File: src/hw/rtl/pidib_pkg.sv
// shared types and constants of the pid controller with integral bleed
package pidib_pkg;

   localparam int DATA_WIDTH      = 32;
   localparam int THRESH_WIDTH    = DATA_WIDTH - 1;
   localparam int CSR_INDEX_WIDTH = 3;

   typedef logic signed [DATA_WIDTH-1:0]   data_type;
   typedef logic        [THRESH_WIDTH-1:0] thresh_type;
   typedef logic        [CSR_INDEX_WIDTH-1:0] csr_index_type;

   // register indexes
   localparam csr_index_type CSR_KP_GAIN   = 3'd0;
   localparam csr_index_type CSR_KI_GAIN   = 3'd1;
   localparam csr_index_type CSR_KD_GAIN   = 3'd2;
   localparam csr_index_type CSR_OUT_MIN   = 3'd3;
   localparam csr_index_type CSR_OUT_MAX   = 3'd4;
   localparam csr_index_type CSR_THRESHOLD = 3'd5;
   localparam csr_index_type CSR_AUTO_MODE = 3'd6;

   // reset limits: -256.0 and +256.0 in q16.16
   localparam data_type OUT_MIN_RESET = -32'sd16777216;
   localparam data_type OUT_MAX_RESET = 32'sd16777216;

   typedef struct packed {
      data_type setpoint;
      data_type measurement;
      data_type external_rate;
      logic     use_external_rate;
      logic     clear_memory;
   } req_payload_type;

   typedef struct packed {
      data_type drive;
      logic     updated;
   } rsp_payload_type;

endpackage

File: src/hw/rtl/pidib_term.sv
// gain times operand, floored after dropping the fraction bits
module pidib_term
   import pidib_pkg::*;
#(
   parameter int FRAC_BITS = 16
) (
   input  data_type                                      gain,
   input  data_type                                      operand,
   output logic signed [2*DATA_WIDTH-FRAC_BITS-1:0]      term
);

   localparam int PROD_WIDTH = 2 * DATA_WIDTH;

   logic signed [PROD_WIDTH-1:0] product;

   assign product = PROD_WIDTH'(gain) * PROD_WIDTH'(operand);
   // dropping low bits of a two's complement value floors it
   assign term    = product[PROD_WIDTH-1:FRAC_BITS];

endmodule

File: config.mk
export PLATFORM = sky130hd
export DESIGN_NAME = pidib_term
export DESIGN_NICKNAME = d
export VERILOG_FILES = /design/src/hw/rtl/pidib_pkg.sv /design/src/hw/rtl/pidib_term.sv
export SDC_FILE = /design/constraint.sdc
export NUM_CORES = 2
export LEC_CHECK = 0
export BUFFER_PORTS_ARGS = -buffer_cell sky130_fd_sc_hd__buf_4
export CAP_MARGIN = 20
export CORE_UTILIZATION = 25
export DETAILED_ROUTE_END_ITERATION = 16
export PLACE_DENSITY = 0.45
export SYNTH_ARGS = -nofsm -noshare
export SYNTH_HDL_FRONTEND = slang
export SYNTH_SLANG_ARGS = --single-unit
export TNS_END_PERCENT = 1
File: constraint.sdc
create_clock -name vclk -period 9.25
set_input_delay 0.925 -clock vclk [all_inputs]
set_output_delay 0.925 -clock vclk [all_outputs]
set_load 0.01 [all_outputs]
# ---- Word level (Yosys, flattened, before mapping)
# Index checks and enable logic that the tools add are counted.
dict set report totals {
  ff_bits 0
  inputBits 64
  out_inout_bits 48
  elab_cells 1
}
dict set report classes {
  n_mul 1
}
# cell n
set op_table {}
lappend op_table {{multiplier 32 x 32 -> 64 bit} 1}

# ---- Logic depth before layout (Yosys ltp)
dict set report logic_depth {
  word_depth 1
  mapped_depth 27
}

# ---- Least setup slack after synthesis
# OpenSTA, ideal clock, no wires.
dict set report synth_timing {
  path_kind {input port to output port}
  start {input port operand[2]}
  end {output port term[47]}
  arrival_time_ns 7.932
  t_required_ns 8.325
  setup_slack_ns 0.393
  stages 23
  cell_sequence {clkbuf_1 nand2_1 inv_1 fa_1 fa_1 fa_1 fa_1 inv_1 fa_1 inv_1 fa_1 fa_1 fa_1 ha_1 a21o_1 a21oi_1 o21bai_1 a221oi_1 o31a_1 o21a_1 o21ai_1 a21oi_1 xnor2_1}
}
dict set report synth_via {
  elab_chain_len 1
}
# item line
set synth_lines {}
lappend synth_lines {{start, declared} pidib_term.sv:8} ;# input data_type operand,
lappend synth_lines {{multiplier 32 x 32 -> 64 bit} pidib_term.sv:16} ;# assign product = PROD_WIDTH'(gain) * PROD_WIDTH'(operand);
lappend synth_lines {{end, declared} pidib_term.sv:9} ;# output logic signed [2*DATA_WIDTH-FRAC_BITS-1:0] term
# No other way between the ends.

# ---- Worst setup path in the final report
dict set report layout_timing {
  start {input port gain[21]}
  end {output port term[46]}
}
dict set report layout_via {
  elab_chain_len 1
}
# item line
set layout_lines {}
lappend layout_lines {{start, declared} pidib_term.sv:7} ;# input data_type gain,
lappend layout_lines {{multiplier 32 x 32 -> 64 bit} pidib_term.sv:16}
# No other way between the ends.

==> results by group <==
Setup path
  • CP max-delay cell: fa_1
  • CP Capture Type: output port
  • CP peak stage delay: 0.59 ns
  • Crit path kind: in2out
  • Max Fanout on Critical Path: 13
  • Worst path required time: 8.33 ns
  • Crit path DAT: 8.27 ns
  • CP Buf/Inv Count: 9
  • Worst setup SP type: primary input
  • Crit path top cell by count: fa_1
  • Crit path max-delay family: adder cells

Floorplan
  • Site Rows: 137
  • DIE WIDTH: 378 um
  • Initial Utilization: 25.2%
  • Core area: 140000 um^2
  • Die footprint: 143000 um^2
  • Ports: 112
  • Die Height: 378 um

GRT
  • Initial antenna violation count: 5
  • Vias in the first global route: 27.9k
  • Global-route wire length before repair: 168 mm
  • Total grt overflow: 0
  • Largest net degree at the start of global routing: 30
  • Gr usage total: 15.4%

Yosys
  • Count leader, synth: fa_1
  • Seq/Total Area, Yosys: 0%
  • Mux cell area share after synthesis: 0%
  • Synth Area in XOR/XNOR: 1.39%
  • Post-Synth Adder-Cell Area: 67.7%
  • Top post-synthesis cells by area: fa_1 (61%), inv_1 (10%), and2_1 (9.0%), ha_1 (6.4%), nand2_1 (5.3%)
  • Compound-Gate Fraction of Synth Area: 2.68%
  • Synth Warn #: 0
  • Syn nets: 5055
  • Post-Synth Simple-Gate Area: 16.0%
  • Post-Synthesis Cells: 3730
  • Synth area leader: fa_1
  • Post-Syn Area: 35300 um^2
  • Top cell type's share of synthesized area: 61.3%
  • Largest family of logic cells by synthesized area: adder cells
  • Syn avg cell area: 9.47 um^2
  • Commonest cells in the netlist: fa_1 (1081), inv_1 (957), and2_1 (508)
  • Post-synthesis cell type count: 54

Route
  • Wire length per cell: 18.1 um
  • DRC viols: 0
  • 1st-pass router iterations: 5
  • DR vias: 24.2k
  • Drt via density: 4.15
  • Post-route ant nets: 0
  • DRT iter0 DRCs: 945
  • Final Routed Wirelength: 105 mm

Timing
  • RSZ-0062 raised after global routing: true
  • Hold Fails Final Rpt: 0
  • Slew HR: 43.1%
  • Min Tclk post-route: 9.19 ns
  • Setup Viol. Count Final: 0
  • PnR worst setup slack: 0.0581 ns
  • Worst slew pin tran: 0.853 ns
  • Fin. max-slew vios: 0
  • Final Cycle Share: 99.4%
  • Max Clk Rate: 0.109 GHz

Place
  • Setup WS pre-CTS: -0.590 ns
  • Placer congestion estimate: 0.821
  • Number of I/O port buffers: 112
  • HPWL Detailed: 94.5 mm

CTS
  • CTS Hold Bufs: 0

Final layout
  • Seq cells: 0
  • Final nets: 5275
  • Reg area: 0 um^2
  • Layout cell share with drive strength beyond 1: 12.0%
  • Filler instances: 15.0k
  • Synth-to-layout area growth: 15.3%
  • Layout clock buffer count: 0

Job
  • Max-cap viol count: 0

Min path
  • Worst Hold Class: in2out

Run status
  • Status: finished clean
[worst paths after layout]
path              depth (start not counted)        to   startpoint
setup / recovery                         27  term[46]     gain[21]
hold / removal                            9  term[47]  operand[31]
[metrics by stage]
step	TNS [ns]	cell area (um^2)	utilization (%)	std cells	hold slack, ns
6_report	0	40700	29.1	5830	3.10
5_1_grt	-0.860	40700	29.1	5825	3.19
4_1_cts	-0.128	40400	28.9	5822	3.12
3_5_place_dp	-3.70	40300	28.8	5820	3.11
3_3_place_gp	-3.62	40300	28.8	5820	3.13
2_1_floorplan	0	35300	-	3730	2.56
[cell type report]
cell class                      instances  area, um^2  area share, %
Antenna cell                            6        15.0         0.0369
Inverter                              957        3590           8.82
Multi-Input combinational cell       2578       31200           76.6
Tap cell                             1876        2350           5.76
Timing Repair Buffer                  413        3570           8.77
[cell families after synthesis]
| family | count (synthesis) |
|---|---|
| adder cells (fa/ha/maj) | 1261 |
| buffers and inverters | 1152 |
| AND/OR/NAND/NOR | 1122 |
| AO/OA/AOI/OAI | 139 |
| XOR/XNOR | 56 |
[what timing repair did]
action	in CTS	in global routing
endpoints found under the setup margin	20	28
gates resized for setup	22	81
buffers inserted	2	2
gates cloned	0	0
pin swaps	2	21
[layer usage]
layer | track usage [%] | wire [um]
met1 | 20.0 | 44800
met2 | 29.3 | 57000
met3 | 0.514 | 2520
met4 | 1.12 | 967
met5 | 0 | 11
[cells in the final DEF, fill, tap and decap left out, types with 34 or more instances in the layout]
cell	netlist	layout
a21oi_1	42	34
fa_1	1081	1066
buf_6	1	34
ha_1	180	178
xnor2_1	38	38
buf_4	0	349
nand2_1	501	501
and2_1	508	505
nor2_1	51	49
inv_1	957	957
Power is not shown: default switching activity piles up to over one toggle a cycle in this logic, so the estimate is an artifact.
